File: src/hdl/tmn_pkg.sv
// Shared types and constants of the token mutex node.
package tmn_pkg;

  localparam int unsigned NODES_DEF      = 8;
  localparam int unsigned COUNT_BITS_DEF = 16;

  // Fixed field widths of the stream payloads
  localparam int unsigned OP_W    = 2;
  localparam int unsigned NODE_W  = 3;
  localparam int unsigned VALUE_W = 16;

  // Configuration register map: word index taken from paddr[2]
  localparam int unsigned PADDR_W     = 3;
  localparam logic        REG_NODE_ID = 1'b0;

  typedef enum logic [OP_W-1:0] {
    OP_ENTER   = 2'd0,
    OP_REQUEST = 2'd1,
    OP_TOKEN   = 2'd2,
    OP_EXIT    = 2'd3
  } op_e;

  typedef enum logic [1:0] {
    ACT_BCAST = 2'd0,
    ACT_GRANT = 2'd1,
    ACT_TOKEN = 2'd2
  } act_e;

  typedef struct packed {
    logic               last;
    logic [VALUE_W-1:0] value;
    logic [NODE_W-1:0]  slot;
    logic [NODE_W-1:0]  dest;
    act_e               action;
  } res_t;

endpackage

File: src/hdl/tmn_cram.sv
// Count table memory: one write port, one registered read port, per-entry valid bits.
module tmn_cram #(
  parameter  int unsigned DEPTH = 8,
  parameter  int unsigned WIDTH = 16,
  localparam int unsigned AW    = (DEPTH > 1) ? $clog2(DEPTH) : 1
) (
  input  logic             clk_i,
  input  logic             rst_ni,
  input  logic             we_i,
  input  logic [AW-1:0]    waddr_i,
  input  logic [WIDTH-1:0] wdata_i,
  input  logic             re_i,
  input  logic [AW-1:0]    raddr_i,
  output logic [WIDTH-1:0] rdata_o
);

  logic [WIDTH-1:0] mem_q [DEPTH];
  logic [WIDTH-1:0] rd_q;
  logic [DEPTH-1:0] vld_q;
  logic             rd_vld_q;

  always_ff @(posedge clk_i) begin
    if (we_i) begin
      mem_q[waddr_i] <= wdata_i;
    end
    if (re_i) begin
      rd_q <= mem_q[raddr_i];
    end
  end

  // Entries never written read as zero
  always_ff @(posedge clk_i or negedge rst_ni) begin
    if (!rst_ni) begin
      vld_q    <= '0;
      rd_vld_q <= 1'b0;
    end else begin
      if (we_i) begin
        vld_q[waddr_i] <= 1'b1;
      end
      if (re_i) begin
        rd_vld_q <= vld_q[raddr_i];
      end
    end
  end

  assign rdata_o = rd_vld_q ? rd_q : '0;

  a_no_rw_same_entry : assert property (@(posedge clk_i) disable iff (!rst_ni)
    (we_i && re_i) |-> (waddr_i != raddr_i))
    else $error("read and write of the same entry in one cycle");

endmodule

File: src/hdl/tmn_seq.sv
// Event sequencer: flags, own counter, table read-modify-write, ring search, token send.
module tmn_seq #(
  parameter  int unsigned NODES      = tmn_pkg::NODES_DEF,
  parameter  int unsigned COUNT_BITS = tmn_pkg::COUNT_BITS_DEF,
  localparam int unsigned IW         = (NODES > 1) ? $clog2(NODES) : 1
) (
  input  logic                  clk_i,
  input  logic                  rst_ni,
  input  logic                  cfg_we_i,
  input  logic [2:0]            cfg_node_id_i,
  output logic [2:0]            node_id_o,
  input  logic                  in_valid_i,
  output logic                  in_ready_o,
  input  tmn_pkg::op_e          in_op_i,
  input  logic [2:0]            in_idx_i,
  input  logic [15:0]           in_val_i,
  input  logic                  in_last_i,
  output logic                  res_valid_o,
  output tmn_pkg::res_t         res_o,
  input  logic                  res_ready_i,
  output logic                  req_we_o,
  output logic [IW-1:0]         req_waddr_o,
  output logic [COUNT_BITS-1:0] req_wdata_o,
  output logic                  req_re_o,
  output logic [IW-1:0]         req_raddr_o,
  input  logic [COUNT_BITS-1:0] req_rdata_i,
  output logic                  srv_we_o,
  output logic [IW-1:0]         srv_waddr_o,
  output logic [COUNT_BITS-1:0] srv_wdata_o,
  output logic                  srv_re_o,
  output logic [IW-1:0]         srv_raddr_o,
  input  logic [COUNT_BITS-1:0] srv_rdata_i
);
  import tmn_pkg::*;

  localparam int unsigned CNT_W = $clog2(NODES + 1);
  localparam int unsigned CW    = COUNT_BITS;

  typedef enum logic [4:0] {
    S_IDLE   = 5'b00001,
    S_REQ    = 5'b00010,
    S_RESP   = 5'b00100,
    S_SEARCH = 5'b01000,
    S_SEND   = 5'b10000
  } state_e;

  state_e           state_q, state_d;
  logic [2:0]       node_id_q, node_id_d;
  logic             holding_q, holding_d;
  logic             inside_q, inside_d;
  logic [CW-1:0]    own_q, own_d;
  act_e             resp_act_q, resp_act_d;
  logic [IW-1:0]    op_idx_q, op_idx_d;
  logic [CW-1:0]    op_val_q, op_val_d;
  logic [IW-1:0]    scan_j_q, scan_j_d;
  logic [IW-1:0]    cand_q, cand_d;
  logic             cmp_vld_q, cmp_vld_d;
  logic [CNT_W-1:0] scan_cnt_q, scan_cnt_d;
  logic [IW-1:0]    send_q, send_d;
  logic [IW-1:0]    dest_q, dest_d;

  logic          accept;
  logic [31:0]   idx_ext, val_ext, own_ext, srv_ext, dest_ext, send_ext;
  logic [IW-1:0] self_idx, first_j, next_j, idx_addr;
  logic          idx_ok;
  logic [CW-1:0] val_cnt, req_new;
  logic          hit, send_last;

  // Table index of this node: small constant lookup of node_id modulo NODES
  always_comb begin
    self_idx = '0;
    for (int i = 0; i < 8; i++) begin
      if (node_id_q == 3'(i)) begin
        self_idx = IW'(i % NODES);
      end
    end
  end

  assign first_j  = (self_idx == IW'(NODES - 1)) ? '0 : self_idx + 1'b1;
  assign next_j   = (scan_j_q == IW'(NODES - 1)) ? '0 : scan_j_q + 1'b1;

  assign idx_ext  = 32'(in_idx_i);
  assign idx_ok   = idx_ext < NODES;
  assign idx_addr = idx_ext[IW-1:0];
  assign val_ext  = 32'(in_val_i);
  assign val_cnt  = val_ext[CW-1:0];

  assign own_ext  = 32'(own_q);
  assign srv_ext  = 32'(srv_rdata_i);
  assign dest_ext = 32'(dest_q);
  assign send_ext = 32'(send_q);

  assign req_new   = (op_val_q > req_rdata_i) ? op_val_q : req_rdata_i;
  assign hit       = req_rdata_i > srv_rdata_i;
  assign send_last = send_q == IW'(NODES - 1);

  assign in_ready_o = state_q == S_IDLE;
  assign accept     = in_valid_i && in_ready_o;
  assign node_id_o  = node_id_q;

  always_comb begin
    state_d    = state_q;
    node_id_d  = node_id_q;
    holding_d  = holding_q;
    inside_d   = inside_q;
    own_d      = own_q;
    resp_act_d = resp_act_q;
    op_idx_d   = op_idx_q;
    op_val_d   = op_val_q;
    scan_j_d   = scan_j_q;
    cand_d     = cand_q;
    cmp_vld_d  = cmp_vld_q;
    scan_cnt_d = scan_cnt_q;
    send_d     = send_q;
    dest_d     = dest_q;

    req_we_o    = 1'b0;
    req_waddr_o = op_idx_q;
    req_wdata_o = req_new;
    req_re_o    = 1'b0;
    req_raddr_o = scan_j_q;
    srv_we_o    = 1'b0;
    srv_waddr_o = idx_addr;
    srv_wdata_o = val_cnt;
    srv_re_o    = 1'b0;
    srv_raddr_o = scan_j_q;

    res_valid_o   = 1'b0;
    res_o.action  = resp_act_q;
    res_o.dest    = node_id_q;
    res_o.slot    = '0;
    res_o.value   = '0;
    res_o.last    = 1'b1;

    if (cfg_we_i) begin
      node_id_d = cfg_node_id_i;
      holding_d = cfg_node_id_i == 3'd0;
    end

    case (state_q)
      S_IDLE: begin
        if (accept) begin
          case (in_op_i)
            OP_ENTER: begin
              if (holding_q) begin
                inside_d   = 1'b1;
                resp_act_d = ACT_GRANT;
              end else begin
                if (own_q != '1) begin
                  own_d = own_q + 1'b1;
                end
                resp_act_d = ACT_BCAST;
              end
              state_d = S_RESP;
            end
            OP_REQUEST: begin
              if (idx_ok) begin
                req_re_o    = 1'b1;
                req_raddr_o = idx_addr;
                srv_re_o    = 1'b1;
                srv_raddr_o = idx_addr;
                op_idx_d    = idx_addr;
                op_val_d    = val_cnt;
                state_d     = S_REQ;
              end
            end
            OP_TOKEN: begin
              if (idx_ok) begin
                srv_we_o = 1'b1;
                if (in_last_i) begin
                  holding_d  = 1'b1;
                  inside_d   = 1'b1;
                  resp_act_d = ACT_GRANT;
                  state_d    = S_RESP;
                end
              end
            end
            OP_EXIT: begin
              if (inside_q) begin
                srv_we_o    = 1'b1;
                srv_waddr_o = self_idx;
                srv_wdata_o = own_q;
                inside_d    = 1'b0;
                if (holding_q) begin
                  scan_j_d   = first_j;
                  scan_cnt_d = '0;
                  cmp_vld_d  = 1'b0;
                  state_d    = S_SEARCH;
                end
              end
            end
            default: begin
            end
          endcase
        end
      end
      S_REQ: begin
        // Table data for the requester is back: merge and write it.
        req_we_o = 1'b1;
        if (holding_q && !inside_q && (req_new > srv_rdata_i)) begin
          scan_j_d   = first_j;
          scan_cnt_d = '0;
          cmp_vld_d  = 1'b0;
          state_d    = S_SEARCH;
        end else begin
          state_d = S_IDLE;
        end
      end
      S_RESP: begin
        res_valid_o = 1'b1;
        res_o.value = (resp_act_q == ACT_BCAST) ? own_ext[VALUE_W-1:0] : '0;
        if (res_ready_i) begin
          state_d = S_IDLE;
        end
      end
      S_SEARCH: begin
        // Issue one entry per cycle, compare the one read the cycle before.
        if (cmp_vld_q && hit) begin
          dest_d      = cand_q;
          holding_d   = 1'b0;
          srv_re_o    = 1'b1;
          srv_raddr_o = '0;
          send_d      = '0;
          cmp_vld_d   = 1'b0;
          state_d     = S_SEND;
        end else if (scan_cnt_q == CNT_W'(NODES)) begin
          cmp_vld_d = 1'b0;
          state_d   = S_IDLE;
        end else begin
          req_re_o   = 1'b1;
          srv_re_o   = 1'b1;
          cand_d     = scan_j_q;
          cmp_vld_d  = 1'b1;
          scan_cnt_d = scan_cnt_q + 1'b1;
          scan_j_d   = next_j;
        end
      end
      S_SEND: begin
        res_valid_o  = 1'b1;
        res_o.action = ACT_TOKEN;
        res_o.dest   = dest_ext[NODE_W-1:0];
        res_o.slot   = send_ext[NODE_W-1:0];
        res_o.value  = srv_ext[VALUE_W-1:0];
        res_o.last   = send_last;
        if (res_ready_i) begin
          if (send_last) begin
            state_d = S_IDLE;
          end else begin
            send_d      = send_q + 1'b1;
            srv_re_o    = 1'b1;
            srv_raddr_o = send_q + 1'b1;
          end
        end
      end
      default: begin
        state_d = S_IDLE;
      end
    endcase
  end

  always_ff @(posedge clk_i or negedge rst_ni) begin
    if (!rst_ni) begin
      state_q    <= S_IDLE;
      node_id_q  <= 3'd0;
      holding_q  <= 1'b1;
      inside_q   <= 1'b0;
      own_q      <= '0;
      resp_act_q <= ACT_GRANT;
      cmp_vld_q  <= 1'b0;
      scan_cnt_q <= '0;
      send_q     <= '0;
    end else begin
      state_q    <= state_d;
      node_id_q  <= node_id_d;
      holding_q  <= holding_d;
      inside_q   <= inside_d;
      own_q      <= own_d;
      resp_act_q <= resp_act_d;
      cmp_vld_q  <= cmp_vld_d;
      scan_cnt_q <= scan_cnt_d;
      send_q     <= send_d;
    end
  end

  always_ff @(posedge clk_i) begin
    op_idx_q <= op_idx_d;
    op_val_q <= op_val_d;
    scan_j_q <= scan_j_d;
    cand_q   <= cand_d;
    dest_q   <= dest_d;
  end

  a_req_after_idle : assert property (@(posedge clk_i) disable iff (!rst_ni)
    (state_q == S_REQ) |-> ($past(state_q) == S_IDLE))
    else $error("table merge without a preceding request transfer");

  a_send_without_token : assert property (@(posedge clk_i) disable iff (!rst_ni)
    (state_q == S_SEND) |-> !holding_q)
    else $error("token words sent while the token flag is still set");

  a_search_data_ready : assert property (@(posedge clk_i) disable iff (!rst_ni)
    (state_q == S_SEARCH && scan_cnt_q != '0) |-> cmp_vld_q)
    else $error("search compare without read data");

  a_send_advance : assert property (@(posedge clk_i) disable iff (!rst_ni)
    (state_q == S_SEND && res_ready_i && !send_last)
      |=> (state_q == S_SEND && send_q == IW'($past(send_q) + 1'b1)))
    else $error("token send skipped or repeated a slot");

endmodule

File: src/hdl/token_mutex_node.sv
// Top level of one token mutual-exclusion ring node: stream ports, register port, output stage.
//
// Usage:
//  - s_axis carries events: tuser holds the operation (enter, request message, token word,
//    exit), tdata holds node_index and count_value; tlast flags the final token word.
//  - m_axis carries results: tuser holds the action (broadcast request, entry grant,
//    outgoing token word); tlast marks the final result caused by one input transfer.
//  - The APB port holds node_id at address 0; writing it sets the token flag when the id
//    is 0 and clears it otherwise. Write it only while the node is idle.
//  - Flow: an enter or a final token word passes through the response state, which hands
//    the result to the output register that shows it on m_axis; an exit or another token
//    word is worked in the idle state; a request message reads both tables, then merges
//    and writes the request table. Passing the token adds a ring search, one table read
//    per cycle, and the token words, one table read per word the output register takes.
//  - One event is worked at a time; the next is taken as soon as the previous one has
//    handed its last result to the output register, or has finished if it owes none.
//  - Reset: node 0 holds the token, all counts and tables read as zero.
//  - A stalled m_axis holds the output register; the sequencer waits on it, and s_axis
//    stays ready only for events that are still to be started.
module token_mutex_node #(
  parameter int unsigned NODES      = tmn_pkg::NODES_DEF,
  parameter int unsigned COUNT_BITS = tmn_pkg::COUNT_BITS_DEF
) (
  input  logic                        clk_i,
  input  logic                        rst_ni,
  // APB register port
  input  logic                        psel,
  input  logic                        penable,
  input  logic                        pwrite,
  input  logic [tmn_pkg::PADDR_W-1:0] paddr,
  input  logic [31:0]                 pwdata,
  output logic [31:0]                 prdata,
  output logic                        pready,
  // Event input: tdata = node_index[2:0], count_value[18:3], zero[23:19]
  input  logic                        s_axis_tvalid,
  output logic                        s_axis_tready,
  input  logic [23:0]                 s_axis_tdata,
  // tuser = operation[1:0]
  input  logic [1:0]                  s_axis_tuser,
  input  logic                        s_axis_tlast,
  // Result output: tdata = dest_node[2:0], slot_index[5:3], out_value[21:6], zero[23:22]
  output logic                        m_axis_tvalid,
  input  logic                        m_axis_tready,
  output logic [23:0]                 m_axis_tdata,
  // tuser = action[1:0]
  output logic [1:0]                  m_axis_tuser,
  output logic                        m_axis_tlast
);
  import tmn_pkg::*;

  localparam int unsigned IW = (NODES > 1) ? $clog2(NODES) : 1;

  logic [2:0]            node_id;
  logic                  cfg_we;
  logic                  res_valid, res_ready;
  res_t                  res;
  res_t                  out_q;
  logic                  out_vld_q;

  logic                  req_we, req_re, srv_we, srv_re;
  logic [IW-1:0]         req_waddr, req_raddr, srv_waddr, srv_raddr;
  logic [COUNT_BITS-1:0] req_wdata, req_rdata, srv_wdata, srv_rdata;

  // Register port: word index lives in paddr[2], no wait states.
  assign pready = 1'b1;
  assign cfg_we = psel && penable && pwrite && (paddr[2] == REG_NODE_ID);
  assign prdata = (paddr[2] == REG_NODE_ID) ? 32'(node_id) : '0;

  tmn_seq #(
    .NODES      (NODES),
    .COUNT_BITS (COUNT_BITS)
  ) u_seq (
    .clk_i         (clk_i),
    .rst_ni        (rst_ni),
    .cfg_we_i      (cfg_we),
    .cfg_node_id_i (pwdata[2:0]),
    .node_id_o     (node_id),
    .in_valid_i    (s_axis_tvalid),
    .in_ready_o    (s_axis_tready),
    .in_op_i       (op_e'(s_axis_tuser)),
    .in_idx_i      (s_axis_tdata[2:0]),
    .in_val_i      (s_axis_tdata[18:3]),
    .in_last_i     (s_axis_tlast),
    .res_valid_o   (res_valid),
    .res_o         (res),
    .res_ready_i   (res_ready),
    .req_we_o      (req_we),
    .req_waddr_o   (req_waddr),
    .req_wdata_o   (req_wdata),
    .req_re_o      (req_re),
    .req_raddr_o   (req_raddr),
    .req_rdata_i   (req_rdata),
    .srv_we_o      (srv_we),
    .srv_waddr_o   (srv_waddr),
    .srv_wdata_o   (srv_wdata),
    .srv_re_o      (srv_re),
    .srv_raddr_o   (srv_raddr),
    .srv_rdata_i   (srv_rdata)
  );

  // Highest request number seen per node
  tmn_cram #(
    .DEPTH (NODES),
    .WIDTH (COUNT_BITS)
  ) u_req_mem (
    .clk_i   (clk_i),
    .rst_ni  (rst_ni),
    .we_i    (req_we),
    .waddr_i (req_waddr),
    .wdata_i (req_wdata),
    .re_i    (req_re),
    .raddr_i (req_raddr),
    .rdata_o (req_rdata)
  );

  // Served counts carried by the token
  tmn_cram #(
    .DEPTH (NODES),
    .WIDTH (COUNT_BITS)
  ) u_srv_mem (
    .clk_i   (clk_i),
    .rst_ni  (rst_ni),
    .we_i    (srv_we),
    .waddr_i (srv_waddr),
    .wdata_i (srv_wdata),
    .re_i    (srv_re),
    .raddr_i (srv_raddr),
    .rdata_o (srv_rdata)
  );

  // Output register: take a new result when empty or when the current one transfers.
  assign res_ready = !out_vld_q || m_axis_tready;

  always_ff @(posedge clk_i or negedge rst_ni) begin
    if (!rst_ni) begin
      out_vld_q <= 1'b0;
    end else if (res_valid && res_ready) begin
      out_vld_q <= 1'b1;
    end else if (m_axis_tready) begin
      out_vld_q <= 1'b0;
    end
  end

  always_ff @(posedge clk_i) begin
    if (res_valid && res_ready) begin
      out_q <= res;
    end
  end

  assign m_axis_tvalid = out_vld_q;
  assign m_axis_tdata  = {2'b00, out_q.value, out_q.slot, out_q.dest};
  assign m_axis_tuser  = out_q.action;
  assign m_axis_tlast  = out_q.last;

endmodule

File: config.mk
export PLATFORM = sky130hd
export DESIGN_NAME = token_mutex_node
export DESIGN_NICKNAME = d
export VERILOG_FILES = /design/src/hdl/tmn_pkg.sv /design/src/hdl/tmn_cram.sv /design/src/hdl/tmn_seq.sv /design/src/hdl/token_mutex_node.sv
export SDC_FILE = /design/constraint.sdc
export NUM_CORES = 1
export LEC_CHECK = 0
export BUFFER_PORTS_ARGS = -buffer_cell sky130_fd_sc_hd__buf_2
export CAP_MARGIN = 25
export CELL_PAD_IN_SITES_DETAIL_PLACEMENT = 0
export CELL_PAD_IN_SITES_GLOBAL_PLACEMENT = 2
export CORE_MARGIN = 2
export CORE_UTILIZATION = 46
export CTS_BUF_LIST = sky130_fd_sc_hd__clkbuf_8
export DETAILED_ROUTE_END_ITERATION = 10
export PLACE_DENSITY_LB_ADDON = 0.1
export RECOVER_POWER = 100
export SLEW_MARGIN = 0
export SYNTH_ARGS = -nofsm -noshare
export SYNTH_HDL_FRONTEND = slang
export SYNTH_SLANG_ARGS = --single-unit
File: constraint.sdc
create_clock -name clk_i -period 6.2 [get_ports clk_i]
set_input_delay 1.24 -clock clk_i [delete_from_list [all_inputs] [get_ports clk_i]]
set_output_delay 1.24 -clock clk_i [all_outputs]
set_load 0.1 [all_outputs]
==> results of run 1 <==
-- power breakdown --
| part | total, mW | internal, mW | switching (mW) |
|---|---|---|---|
| sequential | 3.55 | 3.35 | 0.208 |
| combinational | 2.97 | 1.17 | 1.80 |
| clock | 2.09 | 1.07 | 1.02 |
-- stage by stage --
stage	total power, mW	std cells
2_1_floorplan	5.927	1144
3_3_place_gp	6.637	1675
3_5_place_dp	6.659	1677
4_1_cts	8.789	1795
5_1_grt	9.125	1796
6_report	8.614	1796
-- worst reg2reg max path: cells and delay by family, from the launching register on --
family | cells | cell delay (ns)
multiplexers | 3 | 0.76
adder cells (fa/ha/maj) | 1 | 0.36
flip-flops | 1 | 0.86
buffers and inverters | 1 | 0.44
AO/OA/AOI/OAI | 2 | 0.95
AND/OR/NAND/NOR | 4 | 1.96
-- cells by family after synthesis --
kind of cell               count (synthesis)  share of synthesized area (%)
buffers and inverters                    105                          3.424
DFF                                      395                          65.84
muxes                                    206                          14.63
other                                      2                        0.04264
and+or+nand+nor                          225                          6.600
AOI/OAI and AO/OA                        109                          4.689
xor gates and xnor gates                  16                         0.7957
adders and majority gates                 56                          3.979
-- layout make-up --
| class | instances | area (um2) |
|---|---|---|
| diodes | 1 | 2.502 |
| clock buffers | 72 | 991.0 |
| clock inverters | 46 | 201.4 |
| fillers | 3298 | 18160 |
| inverters | 35 | 131.4 |
| multi-input cells | 644 | 5539 |
| flip-flops and latches | 395 | 11590 |
| well taps | 511 | 639.4 |
| repair buffers | 92 | 402.9 |
-- how the worst max path moves through the flow --
stage / start / end / slack (ns) / cells past startpoint
2_1_floorplan: u_req_mem.rd_vld_q / u_seq.scan_j_q[0] / 1.27 / 22
5_1_grt: u_seq.state_q[0] / u_srv_mem.rd_q[13] / 0.33 / 10
3_3_place_gp: u_req_mem.rd_vld_q / u_seq.scan_j_q[1] / 0.88 / 18
4_1_cts: u_req_mem.rd_vld_q / u_seq.scan_cnt_q[1] / 0.88 / 19
3_5_place_dp: u_req_mem.rd_vld_q / u_seq.scan_j_q[1] / 0.90 / 18
6_report: u_srv_mem.rd_vld_q / u_srv_mem.rd_q[13] / 0.62 / 11
-- state kept, by name, summed over array words and instances, names as in the netlist, 16 cells and up --
| signal | cells |
|---|---|
| u_srv_mem.rd_q | 16 |
| u_seq.op_val_q | 16 |
| u_req_mem.rd_q | 16 |
| u_req_mem.mem_q | 128 |
| u_srv_mem.mem_q | 128 |
| m_axis_tdata | 22 |
| u_seq.own_q | 16 |
-- layout by cell type, fill, tap and decap left out, types with 13 or more instances in the layout --
cell type / instances
a21o_1: 14
a21oi_1: 16
a32o_1: 17
clkbuf_1: 72
clkbuf_8: 72
conb_1: 32
dfrtp_1: 51
edfxtp_1: 341
ha_1: 56
inv_1: 57
mux2_1: 37
mux2_2: 31
mux2i_1: 102
mux4_2: 34
nand2_1: 67
nand3_1: 19
nor2_1: 38
nor2b_1: 15
nor3_1: 13
o21ai_0: 20
or2_2: 14
-- per-layer routing --
layer | up-vias | track usage [%] | part of all wire [%]
li1 | 4476 | - | -
met4 | 0 | 7.435 | 2.5
met1 | 4794 | 26.22 | 44
met3 | 68 | 4.439 | 3.9
met5 | - | 0 | 0
met2 | 169 | 33.51 | 50
==> summary.txt, run 1 <==
Routing
  – DRC: 0
  – Drt total wl: 38.72 mm
  – Post-route ant nets: 0
  – Via count: 9507
  – Detail-routed via count per cell: 5.293
  – TritonRoute pass-1 iters: 5
  – WL/cell: 21.56 um
  – DRT iter0 DRCs: 668

Timing
  – Slew @ Worst Pin: 3.334 ns
  – Final Setup Violations: 0
  – Setup TNS: 0 ns
  – Layout Skew: 0.02474 ns
  – WHS: 0.4228 ns
  – Slew headroom: -122.2%
  – Hold Vio Cnt, Final: 0
  – Final period utilization: 90.03%
  – RSZ-0062 raised after global routing: false
  – Final Max Tran Viols: 131
  – Fmax: 179.1 MHz
  – Tmin final: 5.582 ns
  – Setup ws final: 0.6178 ns

Yosys
  – Synth cell types: 66
  – Number of synthesized flops with an enable pin: 341
  – Synth Warn #: 0
  – Most common cell in the netlist: edfxtp_1
  – Top cell type's share of synthesized area: 58.15%
  – Synth Register Bits: 395
  – Post-Syn Area: 17610 um2
  – Post-synth top area cell: edfxtp_1
  – Synth Flop Type: edfxtp_1
  – Async S/R FF share, synth: 13.67%
  – Most area-consuming cells after synthesis: edfxtp_1 (58%), dfrtp_1 (7.2%), mux2i_1 (5.9%)
  – Top cells by count, synth: edfxtp_1 (341), mux2i_1 (103), nand2_1 (66)
  – Syn avg cell area: 15.81 um2
  – Synth Instances: 1114
  – Sequential fraction of the synthesis area: 65.84%

Floorplan
  – Core Region: 37670 um2
  – Chip Height: 199.7 um
  – Die X: 199.7 um
  – Die Footprint: 39860 um2
  – Num rows: 71
  – Initial core utilization: 46.75%
  – # IOs: 131

Job
  – Max Cap Viol: 5

Worst setup path
  – Worst r2r path cells: 11
  – Buf/Inv on CP: 1
  – CP most frequent cell: mux2i_1
  – R2r setup slk: 0.62 ns
  – Worst EP arrival: 5.92 ns
  – Critical path's largest stage delay: 1.23 ns
  – Kind of critical path: reg -> reg
  – Family with the most delay on the worst path: simple AND/OR/NAND/NOR gates
  – Critical Path RT: 6.54 ns
  – Slowest cell on crit path: nor2b_1
  – Critical-path cell list: nand2_1, ha_1, and4_1, and3_1, a221o_1, o311ai_4, nor2b_1, buf_12, mux2i_1, mux2i_1, mux2_1
  – Critical path startpoint category: flip-flop
  – Reg-to-Reg Start: u_srv_mem.rd_vld_q
  – R2r endpoint: u_srv_mem.rd_q[13]
  – Crit Path Max Fanout: 53
  – Critical Path End Type: flip-flop

CTS
  – Clock latency on the worst-skew pair: 0.62 ns
  – Resize count post-CTS: 0
  – CTS tree: built
  – Clock tree buffer depth: 3
  – CTS buffer count: 68
  – Setup bufs post-CTS: 0
  – Worst-path clk slew: 0.06 ns
  – Root buffer cell: clkbuf_8
  – # hold bufs at CTS: 0
  – Htree depth: 3
  – Sink Count: 395

Global routing
  – Total GRT Usage: 20.23%
  – Largest net degree at the start of global routing: 55
  – Total congestion overflow: 0
  – Antenna violations before repair: 1
  – First-pass GRT wire length: 58.71 mm
  – Vias in the first global route: 9744

Placement
  – Post-DP HPWL: 25.87 mm
  – Port buffer count: 62
  – Post-DP Area: 18530 um2
  – Dpl ws: 0.8951 ns
  – Routability Congestion: 0.7597

Hold path
  – Hold Crit Class: reg -> reg
  – Hold-critical path endpoint: u_seq.dest_q[1]
  – Hold path start: u_seq.cand_q[1]
  – Hold depth: 0

Status
  – Status: complete, but fails checks
  – Failing checks: capacitance limit, slew limit

Layout
  – Final nets: 1361
  – Final Util: 51.78%
  – Design Area, Final: 19500 um2
  – Layout cells sized above 1: 15.26%
  – Area Overhead vs Synth: 10.74%

Power
  – Leakage: 7.268 nW
  – VDD IR max: 0.0002278 V
  – Pwr/cell area: 441.7 nW/um2
(Power assumes the default switching activity.)
==> inputs of run 2 (changes only) <==
ABC_CLOCK_PERIOD_IN_PS = 6200   (was not set)
RECOVER_POWER = 25   (was 100)
==> run 2 against run 1 <==
Compared with the run above:
- the run still ends with capacitance limit, slew limit left
- largest cell class unchanged
- clock skew is 0.0029 ns lower
- largest power group unchanged
- highest routed layer unchanged
- hold slack hardly changed
- setup slack better by 0.35 ns
- sequential share of layout area is 0.41 points lower
==> summary.txt, run 2 (synthesis results as in run 1) <==
CTS
  – Worst-path clk slew: 0.06 ns (about the same)
  – Clock tree buffer depth: 3 (unchanged)
  – Setup bufs post-CTS: 0 (unchanged)
  – Clock latency on the worst-skew pair: 0.62 ns (about the same)
  – Resize count post-CTS: 0 (unchanged)
  – CTS buffer count: 68 (unchanged)
  – Sink Count: 395 (unchanged)
  – Htree depth: 3 (unchanged)
  – CTS tree: built
  – # hold bufs at CTS: 0 (unchanged)
  – Root buffer cell: clkbuf_8

Power
  – Gate power share: 34.8% (+0.3 points)
  – P_sw: 3.031 mW (+0.15%)
  – Share of power burned in registers: 41.1% (-0.2 points)
  – Int Power: 5.625 mW (+0.66%)
  – Clock Power Share: 24.1% (about the same)
  – Leakage: 7.408 nW (+1.9%)
  – Sw Ratio: 35.01% (-0.11 points)
  – VDD IR max: 0.0002274 V (-0.18%)
  – Pwr/cell area: 440.7 nW/um2 (-0.22%)
  – Total chip power: 8.655 mW (+0.48%)

Global routing
  – Vias in the first global route: 9744 (unchanged)
  – Total GRT Usage: 20.23% (unchanged)
  – Total congestion overflow: 0 (unchanged)
  – Met1 usage: 26.22% (unchanged)
  – First-pass GRT wire length: 58.71 mm (unchanged)
  – Antenna violations before repair: 1 (unchanged)
  – Gr busiest metal: met2
  – Met3 Use GR: 4.439% (unchanged)
  – Largest net degree at the start of global routing: 55 (unchanged)
  – Met2 Use GR: 33.51% (unchanged)

Timing
  – Final Setup Violations: 0 (unchanged)
  – Fmax: 191.1 MHz (+6.7%)
  – Final Max Tran Viols: 81 (-38%)
  – Hold Vio Cnt, Final: 0 (unchanged)
  – Tmin final: 5.234 ns (-0.3486 ns)
  – Slew @ Worst Pin: 3.337 ns (+0.003118 ns)
  – Final period utilization: 84.41% (-5.6 points)
  – RSZ-0062 raised after global routing: false
  – WHS: 0.4230 ns (+0.0001730 ns)
  – Layout Skew: 0.02184 ns (-0.002908 ns)
  – Setup TNS: 0 ns (unchanged)
  – Slew headroom: -122.5% (-0.21 points)

Hold path
  – Hold Crit Class: reg -> reg

Worst setup path
  – Critical Path End Type: flip-flop
  – Crit Path Max Fanout: 17 (-68%)
  – Critical Path RT: 6.45 ns (-0.09 ns)
  – Kind of critical path: reg -> reg
  – Critical path startpoint category: flip-flop
  – Worst EP arrival: 5.48 ns (-0.44 ns)

Layout
  – Final Instance Count excl. Fillers: 1796 (unchanged)
  – Filler Cells Inserted: 3264 (-1.0%)
  – Area Overhead vs Synth: 11.52%
  – Final nets: 1361 (unchanged)
  – Area of the multi-input gates: 5585 um2 (+0.84%)
  – Design Area, Final: 19640 um2 (+0.70%)
  – Commonest non-fill, non-tap cell in the layout: edfxtp_1
  – Reg area: 11590 um2 (unchanged)
  – Most frequent cells in the layout: edfxtp_1 (341), mux2i_1 (101), clkbuf_8 (72)
  – Layout cells sized above 1: 21.42% (+6.2 points)

Routing
  – Detail-routed via count per cell: 5.274 (-0.36%)
  – Post-route ant nets: 0 (unchanged)
  – DRC: 0 (unchanged)
  – DRT iter0 DRCs: 663 (-0.75%)
  – Drt total wl: 38.74 mm (about the same)
  – TritonRoute pass-1 iters: 5 (unchanged)
  – Via count: 9473 (-0.36%)
  – WL/cell: 21.57 um (about the same)

Floorplan
  – # IOs: 131 (unchanged)
  – Core Region: 37670 um2 (unchanged)
  – Chip Height: 199.7 um (unchanged)
  – Initial core utilization: 46.75% (unchanged)
  – Die Footprint: 39860 um2 (unchanged)
  – Die X: 199.7 um (unchanged)
  – Num rows: 71 (unchanged)

Placement
  – Post-DP Area: 18530 um2 (unchanged)
  – Placed cell count: 1677 (unchanged)
  – Post-DP HPWL: 25.87 mm (unchanged)
  – Routability Congestion: 0.7597 (unchanged)
  – Port buffer count: 62 (unchanged)

Status
  – Failing checks: capacitance limit, slew limit
  – Status: complete, but fails checks

Job
  – Max Cap Viol: 2 (-3)
[run 2: critical path, cell delays in order, from the launching register on]
cell,delay [ns]
dfrtp_1,0.58
nand2_1,0.16
ha_1,0.34
a21o_1,0.16
a21o_1,0.18
a21o_1,0.17
a21oi_1,0.16
nor2b_1,0.06
o21ai_0,0.21
a31o_2,0.50
mux2_1,0.50
ha_1,0.36
a21o_1,0.12
a21o_1,0.11
a21o_1,0.11
a21o_1,0.11
a211oi_1,0.11
o211a_1,0.30
nor3_1,0.64
[run 2: per-layer routing]
layer	wire [um]	part of all wire, %
met1	16980	44
met2	19210	50
met3	1603	4.1
met4	941	2.4
met5	0	0
[run 2: path summary, 6_finish.rpt]
check                                endpoint  slack, ns  depth (start not counted)                from
hold reg to reg               u_seq.dest_q[1]       0.42                          0     u_seq.cand_q[1]
hold / removal                u_seq.dest_q[1]       0.42                          0     u_seq.cand_q[1]
min in group asynchronous      u_seq.inside_q       1.84                          2              rst_ni
max in group asynchronous  u_req_mem.vld_q[7]       2.45                          2              rst_ni
setup / recovery            u_seq.scan_j_q[1]       0.97                         18  u_req_mem.rd_vld_q
setup reg to reg            u_seq.scan_j_q[1]       0.97                         18  u_req_mem.rd_vld_q
[run 2: area by class of cell]
| type | count | share of cell area [%] |
|---|---|---|
| inverters | 35 | 0.6690 |
| repair buffers | 92 | 2.510 |
| clock buffers | 72 | 5.046 |
| diodes | 1 | 0.01274 |
| clock inverters | 46 | 1.026 |
| multi-input cells | 644 | 28.44 |
| flip-flops and latches | 395 | 59.04 |
| well taps | 511 | 3.256 |
[run 2: power groups by stage]
stage / combinational (mW) / sequential (mW) / clock, mW
2_1_floorplan: 2.28 / 3.65 / 0
4_1_cts: 3.08 / 3.55 / 2.16
6_report: 3.01 / 3.55 / 2.09
5_1_grt: 3.31 / 3.58 / 2.28
3_5_place_dp: 3.06 / 3.60 / 0
3_3_place_gp: 3.04 / 3.60 / 0
[run 2: per-stage QoR]
step,utilization [%],worst slack (ns)
2_1_floorplan,-,1.266
3_3_place_gp,49.11,0.8781
3_5_place_dp,49.19,0.8951
4_1_cts,52.35,0.8826
5_1_grt,52.14,0.5953
6_report,52.14,0.9664
==> inputs of run 3 (changes only) <==
ABC_AREA = 1   (was not set)
ABC_CLOCK_PERIOD_IN_PS = 4640   (was 6200)
CORE_UTILIZATION = 38   (was 46)
clock period = 4.64 ns   (was 6.2 ns; I/O delays follow)
==> run 3 against run 2 <==
Compared with the run above:
- the run still ends with capacitance limit, slew limit left
- sequential share of layout area shrank 1.3 points
- clock skew about the same
- synthesized area is 0.88% higher
- cell count is 34% higher
- first-iteration DRC count is 3.6% higher
- core utilization shrank 8.9 points
- global-route usage is 0.77 points lower
- hold slack lost 0.099 ns
- register-to-register slack got worse by 0.53 ns
- wire length up 18%
==> summary.txt, run 3 <==
Power
  – Share of power burned in registers: 35.9% (-5.2 points)
  – P_sw: 5.747 mW (+90%)
  – Clock Power Share: 21.9% (-2.2 points)
  – Leakage: 7.935 nW (+7.1%)
  – VDD IR max: 0.0004283 V (+88%)
  – Gate power share: 42.2% (+7.4 points)
  – Sw Ratio: 42.70% (+7.7 points)
  – Int Power: 7.711 mW (+37%)
  – Pwr/cell area: 670.6 nW/um2 (+52%)
  – Total chip power: 13.46 mW (+55%)

Status
  – Failing checks: capacitance limit, slew limit
  – Status: complete, but fails checks

Routing
  – TritonRoute pass-1 iters: 4 (-1)
  – Via count: 11880 (+25%)
  – DRT iter0 DRCs: 687 (+3.6%)
  – Detail-routed via count per cell: 4.928 (-6.6%)
  – DRC: 0 (unchanged)
  – Drt total wl: 45.87 mm (+18%)
  – Post-route ant nets: 0 (unchanged)
  – WL/cell: 19.02 um (-12%)

Worst setup path
  – Kind of critical path: reg -> reg
  – Critical Path RT: 4.99 ns (-1.46 ns)
  – R2r setup slk: 0.44 ns (-0.53 ns)
  – Crit Path Max Fanout: 28 (+11)
  – CP Launch Point: u_req_mem.rd_vld_q
  – Critical Path End Type: flip-flop
  – Worst Setup EP: u_seq.scan_j_q[0]
  – Critical path startpoint category: flip-flop
  – Worst EP arrival: 4.55 ns (-0.93 ns)
  – R2r endpoint: u_seq.scan_j_q[0]
  – Worst r2r path cells: 22 (+4)
  – Reg-to-Reg Start: u_req_mem.rd_vld_q

Floorplan
  – Num rows: 79 (+11%)
  – Initial core utilization: 38.32% (-8.4 points)
  – Core Region: 46360 um2 (+23%)
  – # IOs: 131 (unchanged)
  – Chip Height: 220.2 um (+10%)
  – Die Footprint: 48500 um2 (+22%)
  – Die X: 220.2 um (+10%)

Global routing
  – Gr busiest metal: met2
  – Met2 Use GR: 32.64% (-0.87 points)
  – First-pass GRT wire length: 69.52 mm (+18%)
  – Largest net degree at the start of global routing: 102 (+85%)
  – Antenna violations before repair: 0 (-1)
  – Total GRT Usage: 19.46% (-0.77 points)
  – Vias in the first global route: 11630 (+19%)
  – Met3 Use GR: 4.000% (-0.44 points)
  – Total congestion overflow: 0 (unchanged)
  – Met1 usage: 25.17% (-1.0 points)

CTS
  – Clock tree buffer depth: 3 (unchanged)
  – Setup bufs post-CTS: 0 (unchanged)
  – Root buffer cell: clkbuf_8
  – Worst-path clk slew: 0.06 ns (about the same)
  – Clock latency on the worst-skew pair: 0.65 ns (+0.03 ns)
  – CTS tree: built
  – Sink Count: 395 (unchanged)
  – Htree depth: 3 (unchanged)
  – CTS buffer count: 72 (+5.9%)

Timing
  – RSZ-0062 raised after global routing: false
  – Final Max Tran Viols: 25 (-69%)
  – Final period utilization: 90.61% (+6.2 points)
  – Slew @ Worst Pin: 1.703 ns (-1.634 ns)
  – Fmax: 237.9 MHz (+24%)
  – Layout Skew: 0.02162 ns (-0.0002180 ns)
  – Tmin final: 4.204 ns (-1.029 ns)
  – Final Setup Violations: 0 (unchanged)
  – Hold Vio Cnt, Final: 0 (unchanged)
  – Slew headroom: -13.54% (+110 points)
  – WHS: 0.3235 ns (-0.09948 ns)

Yosys
  – Async S/R FF share, synth: 13.67% (unchanged)
  – Sequential fraction of the synthesis area: 65.27% (-0.57 points)
  – Post-synth top area cell: edfxtp_1
  – Number of synthesized flops with an enable pin: 341 (unchanged)
  – Synth Flop Type: edfxtp_1
  – Synth cell types: 48 (-27%)
  – Top cells by count, synth: edfxtp_1 (341), nand2_1 (297), nor2_1 (202)
  – Synth Warn #: 0 (unchanged)
  – Top cell type's share of synthesized area: 57.64% (-0.51 points)
  – Post-Syn Area: 17770 um2 (+0.88%)
  – Synth Instances: 1618 (+45%)
  – Most area-consuming cells after synthesis: edfxtp_1 (58%), dfrtp_1 (7.2%), nand2_1 (6.3%)
  – Synth Register Bits: 395 (unchanged)
  – Syn avg cell area: 10.98 um2 (-31%)
  – Most common cell in the netlist: edfxtp_1

Layout
  – Final nets: 1871 (+37%)
  – Commonest non-fill, non-tap cell in the layout: edfxtp_1
  – # diodes: 0 (-1)
  – Most frequent cells in the layout: edfxtp_1 (341), nand2_1 (296), nor2_1 (203)
  – Area Overhead vs Synth: 12.96%
  – Filler Cells Inserted: 4466 (+37%)
  – Layout cells sized above 1: 10.03% (-11 points)

Placement
  – Post-DP HPWL: 28.78 mm (+11%)
  – Routability Congestion: 0.8257 (+8.7%)
  – Port buffer count: 62 (unchanged)

Hold path
  – Hold Crit Class: in -> async

Job
  – Max Cap Viol: 1 (-1)
==> run 3: final cells by class <==
| class | instances | area [um2] | share of cell area (%) |
|---|---|---|---|
| well taps | 607 | 759.5 | 3.785 |
| clock inverters | 59 | 265.3 | 1.322 |
| repair buffers | 123 | 679.4 | 3.385 |
| inverters | 137 | 514.2 | 2.563 |
| clock buffers | 73 | 1005 | 5.007 |
| flip-flops and latches | 395 | 11600 | 57.78 |
| multi-input cells | 1017 | 5249 | 26.15 |
==> run 3: cells by family (layout without fill, tap and decap cells) <==
logic type,count (synthesis),after routing,synth area share [%]
compound gates,332,332,10.78
fa+ha+maj,56,56,3.944
other cells,2,32,0.04227
buf+inv,236,392,5.852
xor+xnor,18,18,0.8874
simple gates,579,579,13.23
flops,395,395,65.27
==> run 3: per-stage QoR <==
stage          instances  setup TNS [ns]  setup slack [ns]  instance area (um2)  util (%)
2_1_floorplan       1648               0            0.6572                17880         -
3_3_place_gp        2270               0           0.03776                18860     40.69
3_5_place_dp        2271        -0.04310          -0.01438                18870     40.70
4_1_cts             2403               0           0.01331                20140     43.45
5_1_grt             2411               0           0.07774                20070     43.29
6_report            2411               0            0.4357                20070     43.29
==> run 3: worst min path at each step <==
stage | cells after the start | slack, ns | endpoint
global route | 1 | 0.33 | u_seq.node_id_o[0]
CTS | 2 | 0.41 | m_axis_tvalid
global placement | 0 | 0.41 | u_seq.dest_q[0]
detailed placement | 0 | 0.41 | u_seq.dest_q[0]
finish | 1 | 0.32 | u_seq.node_id_o[0]
floorplan | 0 | 0.40 | u_seq.dest_q[0]
==> run 3: worst max-delay path, stage by stage, from the launching register on <==
cell and delay, ns:
dfrtp_2 0.52, nand2_1 0.16, ha_1 0.34, a21oi_1 0.16, o21a_1 0.16, o221ai_1 0.14, nand2_1 0.09, o2111ai_1 0.09
nand2_1 0.12, buf_12 0.19, buf_4 0.15, nor2_1 0.04, a21oi_1 0.22, ha_1 0.29, a21oi_1 0.12, o21ai_0 0.08
o21bai_1 0.17, nand3_1 0.07, o2111ai_1 0.19, nand2_1 0.16, nand2_1 0.09, nand3b_1 0.18, nand2_1 0.18
==> run 3: power by group through the flow <==
stage          Combinational [mW]  Sequential, mW  Clock (mW)
2_1_floorplan                3.98            4.95           0
6_report                     5.68            4.83        2.95
5_1_grt                      6.47            4.87        3.23
3_3_place_gp                 5.77            4.90           0
4_1_cts                      5.81            4.84        3.06
3_5_place_dp                 5.78            4.90           0
==> run 3: layer usage <==
metal / share of wire (%) / vias to the layer above
li1: - / 5853
met1: 44 / 5679
met2: 49 / 247
met3: 4.2 / 102
met4: 2.8 / 0
met5: 0 / -
==> run 3: timing repair <==
item,CTS,global route
endpoints found under the setup margin,5,8
pin swaps,0,0
resized for setup,1,5
hold buffers,0,0
